### config.mk
export PLATFORM = sky130hd
export DESIGN_NAME = srd_fix
export DESIGN_NICKNAME = d
export VERILOG_FILES = /design/src/design/srd_pkg.sv /design/src/design/srd_fix.sv
export SDC_FILE = /design/constraint.sdc
export NUM_CORES = 1
export LEC_CHECK = 0
export CAP_MARGIN = 10
export CELL_PAD_IN_SITES_DETAIL_PLACEMENT = 0
export CELL_PAD_IN_SITES_GLOBAL_PLACEMENT = 1
export CORE_ASPECT_RATIO = 0.5
export CORE_MARGIN = 1
export CORE_UTILIZATION = 40
export DETAILED_ROUTE_END_ITERATION = 12
export DONT_BUFFER_PORTS = 1
export GPL_ROUTABILITY_DRIVEN = 0
export PLACE_DENSITY = 0.71
export SLEW_MARGIN = 30
export SYNTH_ARGS = -nofsm -noshare
export SYNTH_HDL_FRONTEND = slang
export SYNTH_SLANG_ARGS = --single-unit
### constraint.sdc
create_clock -name clk -period 0.8 [get_ports clk]
set_input_delay 0.16 -clock clk [delete_from_list [all_inputs] [get_ports clk]]
set_output_delay 0.16 -clock clk [all_outputs]
set_load 0.05 [all_outputs]
### src/design/srd_pkg.sv
// Package for the signed restoring divider: control flags carried along the pipeline.
// No dependencies; used by every module of the divider.
package srd_pkg;

    // Control flags that travel with each word from stage to stage.
    typedef struct packed {
        logic valid;
        logic neg_q;
        logic neg_r;
        logic zero;
    } ctrl_t;

endpackage

### src/design/srd_fix.sv
// Output stage of the divider: applies signs, handles a zero divisor, holds the result word.
// Depends on srd_pkg for the control struct.
module srd_fix #(
    parameter int W = 32
) (
    input  logic                clk,
    input  logic                rst_n,
    input  logic                load,
    input  srd_pkg::ctrl_t      ctrl_in,
    input  logic [W-1:0]        rem_in,
    input  logic [W-1:0]        nq_in,
    output logic                valid,
    output logic signed [W-1:0] quotient,
    output logic signed [W-1:0] remainder,
    output logic                zero_divisor
);

    logic         valid_reg;
    logic [W-1:0] quo_reg;
    logic [W-1:0] rem_reg;
    logic         zero_reg;
    logic [W-1:0] quo_next;
    logic [W-1:0] rem_next;

    // Sign correction; a zero divisor forces both results to zero.
    always_comb
    begin
        quo_next = ctrl_in.neg_q ? (~nq_in + 1'b1) : nq_in;
        rem_next = ctrl_in.neg_r ? (~rem_in + 1'b1) : rem_in;
        if (ctrl_in.zero)
        begin
            quo_next = '0;
            rem_next = '0;
        end
    end

    // Output valid with reset.
    always_ff @(posedge clk or negedge rst_n)
    begin
        if (!rst_n)
        begin
            valid_reg <= 1'b0;
        end
        else if (load)
        begin
            valid_reg <= ctrl_in.valid;
        end
    end

    // Result word.
    always_ff @(posedge clk)
    begin
        if (load)
        begin
            quo_reg  <= quo_next;
            rem_reg  <= rem_next;
            zero_reg <= ctrl_in.zero;
        end
    end

    assign valid        = valid_reg;
    assign quotient     = quo_reg;
    assign remainder    = rem_reg;
    assign zero_divisor = zero_reg;

endmodule

==> results.md <==
- PortBufs: 0
- Nets@finish: 579
- Pwr/cell area: 1570 mW/mm2
- Placed cells: about 610
- Drc violations: 0
- Post-synth EDFFs: 65
- Clk Latency, worst-skew pair: between 0.3 and 0.4 ns
- Main flop type after synthesis: edfxtp_1
- Post-synth ARST share: 1.52%
- Final Hold Fails: 22
- Syn Area/Cell: between 10 and 15 um2
- Fin crit period: 1.91 ns
- Fmax: 0.525 GHz
- Crit path kind: input pin to register
- ANT cells: 0
- CTS tree: yes
- Largest cells by area after synthesis: edfxtp_1 (48%), mux2_1 (6.9%), nor2_1 (6.3%)
- Util after Layout: 74.8%
- Hold crit path type: input pin to register
- CP arrival: 1.98 ns
- Status: finished with violations
- Number of distinct library cells after synthesis: 42
- Gr ovfl total: 0
- Lkg Pwr: roughly 2.8 nW
- Root Buffer: clkbuf_16
- Vias in the first global route: approximately 3800
- Gr usage total: 24.4%
- CP required: 0.87 ns
- Hold buffers post-CTS: 3
- Die X-Extent: roughly 140 um
- Synth Instances: 396
- Iteration-0 DRC Markers: 199
- Detailed Route WL: 13000 um
- Share of cells above drive strength 1: 49.0%
- Die Y: around 73 um
- Yosys top cell area share: 48.0%
- Antenna-violating nets left: 0
- Clock transition at the registers of the reported paths: 0.06 ns
- Mapped Area: 0.00407 mm2
- Setup TNS: -61.36 ns
- Core area: approximately 0.0097 mm2
- Via density per instance: 5.67
- Most frequent cells in the layout: buf_12 (71), nor2_1 (67), edfxtp_1 (65)
- Antenna violations before repair: 0
- # IOs: 137
- Hpwl dp: around 8400 um
- Max Cap Viol: 0
- First-pass GRT wire length: about 19000 um
- Syn Nets: 469
- Commonest non-fill, non-tap cell in the layout: buf_12
- Violated checks: negative hold slack, negative setup slack
- Die area: 0.0106 mm2
- Initial core utilization: 42.1%
- Period utilisation layout: 238%
- Per-cell routed wire length: 20.2 um
- Final WS setup: -1.11 ns
- Clk buf depth: 2
- Slew @ Worst Pin: 0.527 ns
- Placement Rows: 25
- Seq cells post-synth: 66
- CTS buffer count: 9
- Clk_skew: 0 ns
- Worst vdd ir: roughly 1.1 mV
- Vias: 3654
- Fin cells: 645
- # clock sinks: 66
- CP Max Fanout: 5
- Worst setup SP type: input pin
- Pre-Repair DR Iteration Count: 5
- Final Power: 0.0114 W
- Yosys Warn Count: 0
- H-tree depth: 3
- Slew headroom: 64.7%
- Worst setup EP type: register
- Cell taking the most area after synthesis: edfxtp_1
- WHS: -0.0599 ns
- Largest net degree at the start of global routing: just under 100
- Filler Cells Inserted: 607
- Pins Over Slew Limit: 0
- Final Setup Violations: 123
- Sequential share of the synthesized area: 48.6%
- Area growth, synth to finish: 77.9%
- RSZ-0062 raised after global routing: true
==> report_power, final <==
| group | total, W | internal [W] | switching (W) | leakage (nW) |
|---|---|---|---|---|
| sequential | 0.00445 | 0.00419 | 0.000261 | 0.637 |
| clock | 0.00343 | 0.00202 | 0.00140 | 0.125 |
| combinational | 0.00351 | 0.00179 | 0.00172 | 2.01 |
==> worst paths after layout <==
check | startpoint | to | slack (ns) | depth (start not counted)
worst max-delay path | nq_in[1] | quotient[22]$_SDFFCE_PP0P_ | -1.11 | 7
worst min-delay path | load | quotient[18]$_SDFFCE_PP0P_ | -0.06 | 0
worst max register to register | valid$_DFFE_PN0P_ | valid$_DFFE_PN0P_ | 0.03 | 1
worst min register to register | valid$_DFFE_PN0P_ | valid$_DFFE_PN0P_ | 0.53 | 1
max in group asynchronous | rst_n | valid$_DFFE_PN0P_ | 0.64 | 1
min in group asynchronous | rst_n | valid$_DFFE_PN0P_ | 0.05 | 1
==> cells by family (layout without fill, tap and decap cells) <==
kind of cell | count (synthesis) | count (layout) | synth area share [%]
buf+inv | 36 | 150 | 3.69
simple gates | 170 | 170 | 22.9
flops | 66 | 66 | 48.6
fa+ha+maj | 2 | 2 | 0.615
compound gates | 69 | 69 | 11.0
mux | 30 | 30 | 8.25
xor+xnor | 23 | 23 | 4.95
==> through the flow <==
stage | worst slack (ns) | instance area, um2 | hold slack [ns]
after detailed placement | -1.47 | 6020 | -0.136
final | -1.11 | 7230 | -0.0599
after floorplan | -1.58 | 4560 | -0.136
after global routing | -1.13 | 7230 | -0.0735
after global placement | -1.45 | 6020 | -0.136
after CTS | -1.08 | 6930 | -0.0690
==> worst max-delay path, cell delays in order <==
cell	delay, ns
clkinv_16	0.02
ha_4	0.11
or3b_4	0.38
or4_4	0.58
buf_4	0.17
o31ai_4	0.22
mux2_4	0.32
==> synthesized netlist by cell type (all sizes together), types with 6 or more instances <==
cell type / instances
inv: 8
o31ai: 12
nor2b: 26
a31oi: 11
or2: 6
o21ai: 15
a21oi: 18
or3: 12
or4: 16
o41ai: 9
nand2: 6
mux2: 28
xor2: 23
nor2: 68
nor3: 11
nor4: 9
edfxtp: 65
clkbuf: 21
buf: 6
==> area by class of cell <==
class	count	area [um2]	area share [%]
inverter	9	138	1.90
multi-input combinational	294	2760	38.2
timing repair buffer	126	1940	26.8
sequential	66	1980	27.3
tap	135	169	2.34
clock inverter	6	25.0	0.346
clock buffer	9	225	3.11
==> metal layers <==
metal,GRT usage [%],routed length [um],vias up
met1,25.7,4800,1801
met2,45.3,6890,144
li1,-,-,1691
met3,8.80,1130,18
met5,0,0,-
met4,8.77,184,0
==> timing repair <==
item	CTS	global route
buffers inserted	10	11
pin swaps	53	35
cloned	1	0
hold endpoints to repair	68	65
gates resized for setup	101	45
setup endpoints to repair	123	123
Power figures use the tool's default switching activity.
