--- src/design/srd_pkg.sv ---
// Package for the signed restoring divider: control flags carried along the pipeline.
// No dependencies; used by every module of the divider.
package srd_pkg;

    // Control flags that travel with each word from stage to stage.
    typedef struct packed {
        logic valid;
        logic neg_q;
        logic neg_r;
        logic zero;
    } ctrl_t;

endpackage

--- src/design/srd_cell.sv ---
// One restoring shift-subtract step with its pipeline register.
// Depends on srd_pkg for the control struct.
module srd_cell #(
    parameter int W = 32
) (
    input  logic           clk,
    input  logic           rst_n,
    input  logic           load,
    input  srd_pkg::ctrl_t ctrl_in,
    input  logic [W-1:0]   rem_in,
    input  logic [W-1:0]   nq_in,
    input  logic [W-1:0]   dmag_in,
    output srd_pkg::ctrl_t ctrl_out,
    output logic [W-1:0]   rem_out,
    output logic [W-1:0]   nq_out,
    output logic [W-1:0]   dmag_out
);

    srd_pkg::ctrl_t ctrl_reg;
    logic [W-1:0]   rem_reg;
    logic [W-1:0]   nq_reg;
    logic [W-1:0]   dmag_reg;
    logic [W-1:0]   rem_next;
    logic [W-1:0]   nq_next;
    logic [W-1:0]   trial;
    logic [W:0]     diff;
    logic           fits;

    // Shift the next dividend bit into the partial remainder and try a subtract.
    // The dividend bits leave nq at the top while quotient bits enter at the bottom.
    always_comb
    begin
        trial    = {rem_in[W-2:0], nq_in[W-1]};
        diff     = {1'b0, trial} - {1'b0, dmag_in};
        fits     = ~diff[W];
        rem_next = fits ? diff[W-1:0] : trial;
        nq_next  = {nq_in[W-2:0], fits};
    end

    // Control register with reset.
    always_ff @(posedge clk or negedge rst_n)
    begin
        if (!rst_n)
        begin
            ctrl_reg <= '0;
        end
        else if (load)
        begin
            ctrl_reg <= ctrl_in;
        end
    end

    // Data registers.
    always_ff @(posedge clk)
    begin
        if (load)
        begin
            rem_reg  <= rem_next;
            nq_reg   <= nq_next;
            dmag_reg <= dmag_in;
        end
    end

    assign ctrl_out = ctrl_reg;
    assign rem_out  = rem_reg;
    assign nq_out   = nq_reg;
    assign dmag_out = dmag_reg;

endmodule

--- config.mk ---
export PLATFORM = sky130hd
export DESIGN_NAME = srd_cell
export DESIGN_NICKNAME = d
export VERILOG_FILES = /design/src/design/srd_pkg.sv /design/src/design/srd_cell.sv
export SDC_FILE = /design/constraint.sdc
export NUM_CORES = 1
export LEC_CHECK = 0
export ABC_AREA = 1
export BUFFER_PORTS_ARGS = -buffer_cell sky130_fd_sc_hd__buf_2
export CORE_MARGIN = 8
export CORE_UTILIZATION = 40
export CTS_BUF_LIST = sky130_fd_sc_hd__clkbuf_8 sky130_fd_sc_hd__clkbuf_16
export DETAILED_ROUTE_END_ITERATION = 8
export PLACE_DENSITY = 0.8
export SLEW_MARGIN = 15
export SYNTH_ARGS = -nofsm -noshare
export SYNTH_HDL_FRONTEND = slang
export SYNTH_SLANG_ARGS = --single-unit
--- constraint.sdc ---
create_clock -name clk -period 0.8 [get_ports clk]
set_input_delay 0.04 -clock clk [delete_from_list [all_inputs] [get_ports clk]]
set_output_delay 0.04 -clock clk [all_outputs]
set_load 0.02 [all_outputs]
==> metrics.txt <==
status finished with violations; failing checks negative hold slack, negative setup slack; Placement Setup Slack -1.17 ns; Post-Syn Nets 884; wirelength, routed approximately 21 mm; clock latency on the worst-skew pair 0.36 ns; Starting DRT DRC Count 293; Syn Std Cell Area 0.00616 mm^2; post-cts hold buffer count 68; Clock Path Buffers 2; fin crit share 191%; max-slew violation count 0; vias in the first global route between 6000 and 7000; Critical Path Fanout Max 15; CTS Sinks 100; largest net degree at the start of global routing 27; first-pass GRT wire length 32.1 mm; Leak ~5.4 nW; sequential share of the synthesized area between 40% and 50%; Tot GR Track Use around a fifth; fraction of layout cells with a size suffix above 1 44.4%; Tot Pwr 17.5 mW; final core occ a little over two thirds; peak supply drop 0.00104 V; most common cell after layout, fill and taps aside nand2_1; Fin Setup TNS -36.32 ns; Avg Cell Area, Syn 8.24 um^2; I/O pin cnt a little over 200; max-cap violation count 0; WP data arrival ~1.7 ns; final hold slack -0.0851 ns; routed via count 6278; placed inst area 0.00846 mm^2; Antenna Nets Post-Route 0; CP Launch Type input pin; routed vias/inst 4.60; WL/cell 15.5 um; Tightest Hold Check Type input pin to flip-flop; PnR worst setup slack -0.728 ns; Worst-Margin Slew 0.251 ns; Mapped Cells 748; Detail Placement HPWL 15.1 mm; final cell count without fillers 1366; Worst Path Required 0.92 ns; final instance area 0.0107 mm^2; residual DRC count 0; CTS tree yes; Clock Tree Root clkbuf_16; Nets between 1000 and 1500; Power Dens Cells approximately 1600 mW/mm^2; H-tree depth 3; total core area 0.0151 mm^2; Tmin final about 1.5 ns; Die ar. 0.0196 mm^2; Yosys warning total 0; drt first pass iters 7; Site Rows 45; gr ovfl total 0; Reg clk slew, reported paths ~0.080 ns; endpoints failing hold 1; GPL Wtd Cong 0.898; Synth Register Bits 100; initial antenna violation count 1; Distinct cells, synth 31; die width 140 um; initial core utilization 40.7%; Slew HR 83.2%; final setup vio count 134; cell count after placement 1261; Peak Freq 0.655 GHz; clock skew 0 ns; Setup Crit Path Kind input pin to flip-flop; I/O Buffers 201; CP endpoint kind flip-flop; setup repair after global routing missed its margin yes; Area Growth Syn to Fin 73.2%; chip height 140 um; CTS Buf Count 9; most frequent cells in the layout 242 x nand2_1, 134 x inv_1, 134 x buf_4
## synthesized netlist by cell type
| library cell | n | area (um^2) |
|---|---|---|
| xor2_1 | 13 | 114 |
| xnor2_1 | 2 | 17.5 |
| nand2_4 | 1 | 11.3 |
| nand4_1 | 4 | 25.0 |
| dfrtp_1 | 4 | 100 |
| o21ai_0 | 2 | 10.0 |
| nand3_1 | 39 | 195 |
| edfxtp_1 | 96 | 2880 |
| nor3_1 | 4 | 20.0 |
| and2_1 | 1 | 6.26 |
| o21ai_1 | 1 | 5.00 |
| buf_8 | 3 | 45.0 |
| a21oi_1 | 15 | 75.1 |
| ha_1 | 32 | 400 |
| inv_1 | 149 | 559 |
| nor2_4 | 2 | 22.5 |
| nand2_2 | 38 | 238 |
| buf_6 | 3 | 33.8 |
| fa_1 | 1 | 20.0 |
| o21bai_1 | 3 | 22.5 |
| nand3b_1 | 4 | 30.0 |
| nand2_1 | 271 | 1020 |
| inv_2 | 7 | 26.3 |
| nor2_2 | 5 | 31.3 |
| nor2_1 | 37 | 139 |
| a21oi_2 | 3 | 26.3 |
| or2_2 | 1 | 6.26 |
| nand2_8 | 1 | 20.0 |
| mux2_2 | 4 | 45.0 |
| inv_6 | 1 | 8.76 |
| nor3_2 | 1 | 10.0 |
## flip-flops by register name, summed over array words and instances, names as in the netlist
register / flops
nq_out: 32
rem_out: 32
dmag_out: 32
ctrl_out: 4
## cell families (layout without fill, tap and decap cells)
group | after synthesis | after routing | share of synthesized area (%)
xor gates and xnor gates | 15 | 15 | 2.13
adders and majority gates | 33 | 33 | 6.82
AOI/OAI and AO/OA | 24 | 24 | 2.25
other | 0 | 2 | 0
buffers and inverters | 163 | 591 | 10.9
and+or+nand+nor | 409 | 409 | 28.7
muxes | 4 | 4 | 0.731
DFF | 100 | 100 | 48.4
## path summary, 6_finish.rpt
path                        startpoint     endpoint  slack, ns  cells after the start
setup / recovery             nq_in[31]  rem_out[11]      -0.73                     17
hold / removal              dmag_in[1]  dmag_out[1]      -0.09                      1
setup reg to reg           ctrl_out[3]  ctrl_out[3]      -0.12                      2
hold reg to reg            ctrl_out[2]  ctrl_out[2]       0.54                      1
max in group asynchronous        rst_n  ctrl_out[1]       0.63                      2
min in group asynchronous        rst_n  ctrl_out[3]       0.04                      2
## final cells by class
| class | count | area, um^2 |
|---|---|---|
| Antenna cell | 2 | 5.00 |
| Sequential cell | 100 | 2990 |
| Clock buffer | 9 | 225 |
| Clock inverter | 7 | 75.1 |
| Timing Repair Buffer | 418 | 3550 |
| Inverter | 157 | 612 |
| Multi-Input combinational cell | 485 | 2980 |
| Fill cell | 1131 | 4470 |
| Tap cell | 188 | 235 |
## worst max-delay path, cell delays in order
cell	delay, ns
buf_12	0.09
inv_12	0.03
ha_4	0.15
fa_2	0.35
inv_2	0.07
nand3_2	0.06
nand3_2	0.06
nand2_1	0.06
nand2_2	0.08
nand2_2	0.05
nand2_2	0.08
nand2_4	0.07
nand2_8	0.11
inv_8	0.05
buf_12	0.15
nand2_2	0.07
nand2_1	0.06
## report_power, final
group	total [mW]	switching, mW	internal, mW
clock network	4.47	2.25	2.22
registers	6.61	0.230	6.38
logic	6.44	3.27	3.18
## what timing repair did
action | 4_1_cts | 5_1_grt
buffers inserted | 14 | 3
hold endpoints to repair | 72 | 1
resized for setup | 140 | 128
pin swaps | 13 | 15
endpoints found under the setup margin | 133 | 135
gates cloned | 3 | 0
## per-layer routing
metal  part of all wire, %  vias up  global-route usage (%)
met5                     0        -                       0
met4                   2.1        0                    7.14
met3                   6.8       30                    5.50
met2                    50      203                    37.3
met1                    41     2870                    23.1
li1                      -     3175                       -
(Power assumes the default switching activity.)
