File: src/design/srd_pkg.sv
// Package for the signed restoring divider: control flags carried along the pipeline.
// No dependencies; used by every module of the divider.
package srd_pkg;

    // Control flags that travel with each word from stage to stage.
    typedef struct packed {
        logic valid;
        logic neg_q;
        logic neg_r;
        logic zero;
    } ctrl_t;

endpackage

File: src/design/srd_front.sv
// Input stage of the divider: registers operand magnitudes and sign flags.
// Depends on srd_pkg for the control struct.
module srd_front #(
    parameter int W = 32
) (
    input  logic                clk,
    input  logic                rst_n,
    input  logic                load,
    input  logic                in_valid,
    input  logic signed [W-1:0] dividend,
    input  logic signed [W-1:0] divisor,
    output srd_pkg::ctrl_t      ctrl_out,
    output logic [W-1:0]        rem_out,
    output logic [W-1:0]        nq_out,
    output logic [W-1:0]        dmag_out
);

    srd_pkg::ctrl_t ctrl_reg;
    srd_pkg::ctrl_t ctrl_next;
    logic [W-1:0]   nmag_reg;
    logic [W-1:0]   dmag_reg;
    logic [W-1:0]   nmag_next;
    logic [W-1:0]   dmag_next;
    logic           n_neg;
    logic           d_neg;

    // Magnitudes; the most negative value maps to 2^(W-1) as unsigned.
    always_comb
    begin
        n_neg           = dividend[W-1];
        d_neg           = divisor[W-1];
        nmag_next       = n_neg ? (~dividend + 1'b1) : dividend;
        dmag_next       = d_neg ? (~divisor + 1'b1) : divisor;
        ctrl_next.valid = in_valid;
        ctrl_next.neg_q = n_neg ^ d_neg;
        ctrl_next.neg_r = n_neg;
        ctrl_next.zero  = (divisor == '0);
    end

    // Control register with reset.
    always_ff @(posedge clk or negedge rst_n)
    begin
        if (!rst_n)
        begin
            ctrl_reg <= '0;
        end
        else if (load)
        begin
            ctrl_reg <= ctrl_next;
        end
    end

    // Operand registers.
    always_ff @(posedge clk)
    begin
        if (load)
        begin
            nmag_reg <= nmag_next;
            dmag_reg <= dmag_next;
        end
    end

    assign ctrl_out = ctrl_reg;
    assign rem_out  = '0;
    assign nq_out   = nmag_reg;
    assign dmag_out = dmag_reg;

endmodule

File: config.mk
export PLATFORM = sky130hd
export DESIGN_NAME = srd_front
export DESIGN_NICKNAME = d
export VERILOG_FILES = /design/src/design/srd_pkg.sv /design/src/design/srd_front.sv
export SDC_FILE = /design/constraint.sdc
export NUM_CORES = 1
export LEC_CHECK = 0
export ABC_CLOCK_PERIOD_IN_PS = 950
export BUFFER_PORTS_ARGS = -buffer_cell sky130_fd_sc_hd__buf_2
export CORE_MARGIN = 2
export CORE_UTILIZATION = 45
export CTS_CLUSTER_SIZE = 20
export DETAILED_ROUTE_END_ITERATION = 6
export PLACE_DENSITY = 0.78
export SYNTH_ARGS = -nofsm -noshare
export SYNTH_HDL_FRONTEND = slang
export SYNTH_SLANG_ARGS = --single-unit
export TNS_END_PERCENT = 1
File: constraint.sdc
create_clock -name clk -period 0.95 [get_ports clk]
set_input_delay 0.2375 -clock clk [delete_from_list [all_inputs] [get_ports clk]]
set_output_delay 0.2375 -clock clk [all_outputs]
set_load 0.005 [all_outputs]
==> flow_metrics.tcl <==
set metrics [dict create \
    status "finished, violations left" \
    violations "setup timing" \
    synth_common_cells "edfxtp_1, xnor2_1, buf_4" \
    pin_count 168 \
    synth_area_um2 3910 \
    cts_max_level 3 \
    wl_per_cell_um 16.4 \
    grt_pass1_wl_mm 16.7 \
    dp_worst_setup_slack_ns -1.03 \
    placed_area_um2 5540 \
    worst_path_max_delay_cell "or4_4" \
    peakVddDrop_v 0.000721 \
    ys_seq_area_frac 0.517 \
    core_um2 8590 \
    end_kind "register" \
    cp.required_ns 1.04 \
    grt_pass1_vias 3560 \
    insertion_delay_ns 0.33 \
    cts_tree "done" \
    hp-class "input port to register" \
    fin_worst_skew_ns 0 \
    grtUsageMet2 0.413 \
    use_met1 0.251 \
    cellLeakagePower_nw 2.56 \
    initial_utilization 0.455 \
    synth_flop_cell "edfxtp_1" \
    total_power_mw 8.25 \
    worstSetupPathType "input port to register" \
    synth_most_common_cell "edfxtp_1" \
    grt_usage 0.218 \
    die_area_um2 9460 \
    cp_top_family "simple AND/OR/NAND/NOR gates" \
    dr.pass1.iters 4 \
    fin_nets 635 \
    cap_violations 0 \
    root_buffer "clkbuf_8" \
    wl_mm 11.1 \
    r2r-start "ctrl_out[0]$_DFFE_PN0P_" \
    ys_ff_latch 68 \
    rows 34 \
    vias_per_cell 5.10 \
    setup_ws_ns -0.679 \
    synth.distinct_cells 41 \
    yosys_warnings 0 \
    fin_area_um2 6240 \
    die_w_um 97.2 \
    antennaDiodeCount 0 \
    fmax_ghz 0.614 \
    p_per_area_nw_per_um2 1320 \
    synth_top_area_frac 0.491 \
    ant_nets 0 \
    crit_buf_inv 2 \
    hpwl_mm 7.65 \
    whs_ns 0.134 \
    grt-busiest-layer "met2" \
    fin_crit_sh 1.72 \
    max_stage_delay_ns 0.54 \
    cts.clk_slew.worst_paths_ns 0.08 \
    dr.first_iter.drc_count 46 \
    area_growth_pct 59.6 \
    synth_edf_count 64 \
    cp-start-kind "input port" \
    route.detailed.drc 0 \
    hold_start "dividend[0]" \
    grt_start_max_net_pins 41 \
    cts_buffer_depth 2 \
    cts_made_buffers 9 \
    path_max_fanout 4 \
    portBuffers 135 \
    rsz0062_at_grt "yes" \
    cpMostUsedCell "or4_4" \
    synthCells 316 \
    worstPathCellList "buf_6, or4_4, buf_4, or4_4, o21ai_2, xnor2_1" \
    avgSynthCellArea_um2 12.4 \
    antenna_found_initial 0 \
    synth_area_leader_cell "edfxtp_1" \
    cp-startpoint "dividend[9]" \
    final-setup-viol-count 124 \
    place_congestion 0.796 \
    async_flop_share 0.0588 \
    dieHeight_um 97.2 \
    fin_crit_ns 1.63 \
    maxSlewViolCount 0 \
    yosys-top-cells-area "edfxtp_1, xnor2_1, buf_4" \
    drive_above_1_share 0.614 \
    clock_sink_count 68 \
    arrival_ns 1.72 \
    hold_viol 0 \
    grtUsageMet3 0.0403 \
    vias 3445 \
    grt_overflow_total 0 \
]
==> worst reg2reg max path, delay by kind of cell (launching register included) <==
kind / cells / cell delay, ns
AOI/OAI and AO/OA: 1 / 0.20
DFF: 1 / 0.40
and+or+nand+nor: 1 / 0.14
==> logic make-up (layout without fill, tap and decap cells) <==
group                      count (synthesis)  count (layout)  share of synthesized area
adders and majority gates                  4               4                     0.0128
buffers and inverters                     52             273                     0.0857
other                                      1              32                   0.000958
AOI/OAI and AO/OA                         53              53                      0.130
DFF                                       68              68                      0.517
and+or+nand+nor                           77              77                      0.116
muxes                                      2               2                    0.00576
xor gates and xnor gates                  59              59                      0.132
==> flip-flops by register name, indices dropped and copies added, names as in the netlist <==
name,count
dmag_out,32
ctrl_out,4
nq_out,32
==> metrics by stage <==
step                      std cells  TNS (ns)  utilization
final                           676    -29.32        0.727
after global routing            676    -34.45        0.727
after CTS                       674    -29.34        0.707
after detailed placement        657    -47.29        0.644
after global placement          657    -45.20        0.644
after floorplan                 347    -36.32            -
==> report_power, final <==
part           leakage [nW]  total, mW  internal [mW]  switching [mW]
sequential            0.674       3.73           3.65          0.0827
combinational          1.77       1.74          0.904           0.833
clock                 0.112       2.79           1.63            1.16
==> routing by layer <==
metal	wire length, um	share of wire
met2	6010	0.54
met3	693	0.062
met1	4200	0.38
met5	0	0
met4	190	0.017
==> worst paths after layout <==
kind | endpoint | slack, ns | depth (start not counted)
max in group asynchronous | ctrl_out[0]$_DFFE_PN0P_ | 0.55 | 2
worst max-delay path | nq_out[14]$_DFFE_PP_ | -0.68 | 6
worst min register to register | ctrl_out[1]$_DFFE_PN0P_ | 0.52 | 1
min in group asynchronous | ctrl_out[3]$_DFFE_PN0P_ | 0.26 | 2
worst max register to register | ctrl_out[0]$_DFFE_PN0P_ | 0.10 | 2
worst min-delay path | nq_out[0]$_DFFE_PP_ | 0.13 | 1
==> cells in the final DEF, fill, tap and decap left out, drive strengths merged <==
cell / synthesis / final
or2: 2 / 2
o31ai: 19 / 19
a21oi: 2 / 2
bufinv: 0 / 2
xnor2: 58 / 58
o41ai: 18 / 18
ha: 4 / 4
nand2b: 7 / 7
inv: 8 / 8
nand4: 3 / 3
nor3: 7 / 7
nor2b: 1 / 1
dlygate4sd3: 0 / 1
nor4b: 1 / 1
clkinv: 0 / 1
nand3b: 2 / 2
clkinvlp: 0 / 2
buf: 38 / 248
conb: 1 / 32
nor2: 9 / 9
dfrtp: 4 / 4
nand2: 18 / 18
or3: 7 / 7
clkbuf: 6 / 11
mux2: 2 / 2
xor2: 1 / 1
edfxtp: 64 / 64
o21ai: 13 / 13
nand3: 5 / 5
nor4: 9 / 9
a31o: 1 / 1
or4: 6 / 6
==> timing repair <==
item,CTS,global route
hold buffers,1,0
endpoints found under the setup margin,125,127
endpoints found under the hold margin,4,0
pin swaps,11,7
gates resized for setup,65,29
buffers inserted,0,2
cloned,0,0
==> cell type report <==
| type | count | area, um^2 |
|---|---|---|
| multi-input combinational | 227 | 2100 |
| tap | 108 | 135 |
| sequential | 68 | 2020 |
| clock buffer | 11 | 151 |
| inverter | 8 | 30.0 |
| clock inverter | 5 | 83.8 |
| fill | 542 | 2350 |
| timing repair buffer | 249 | 1720 |
(Power assumes the default switching activity.)
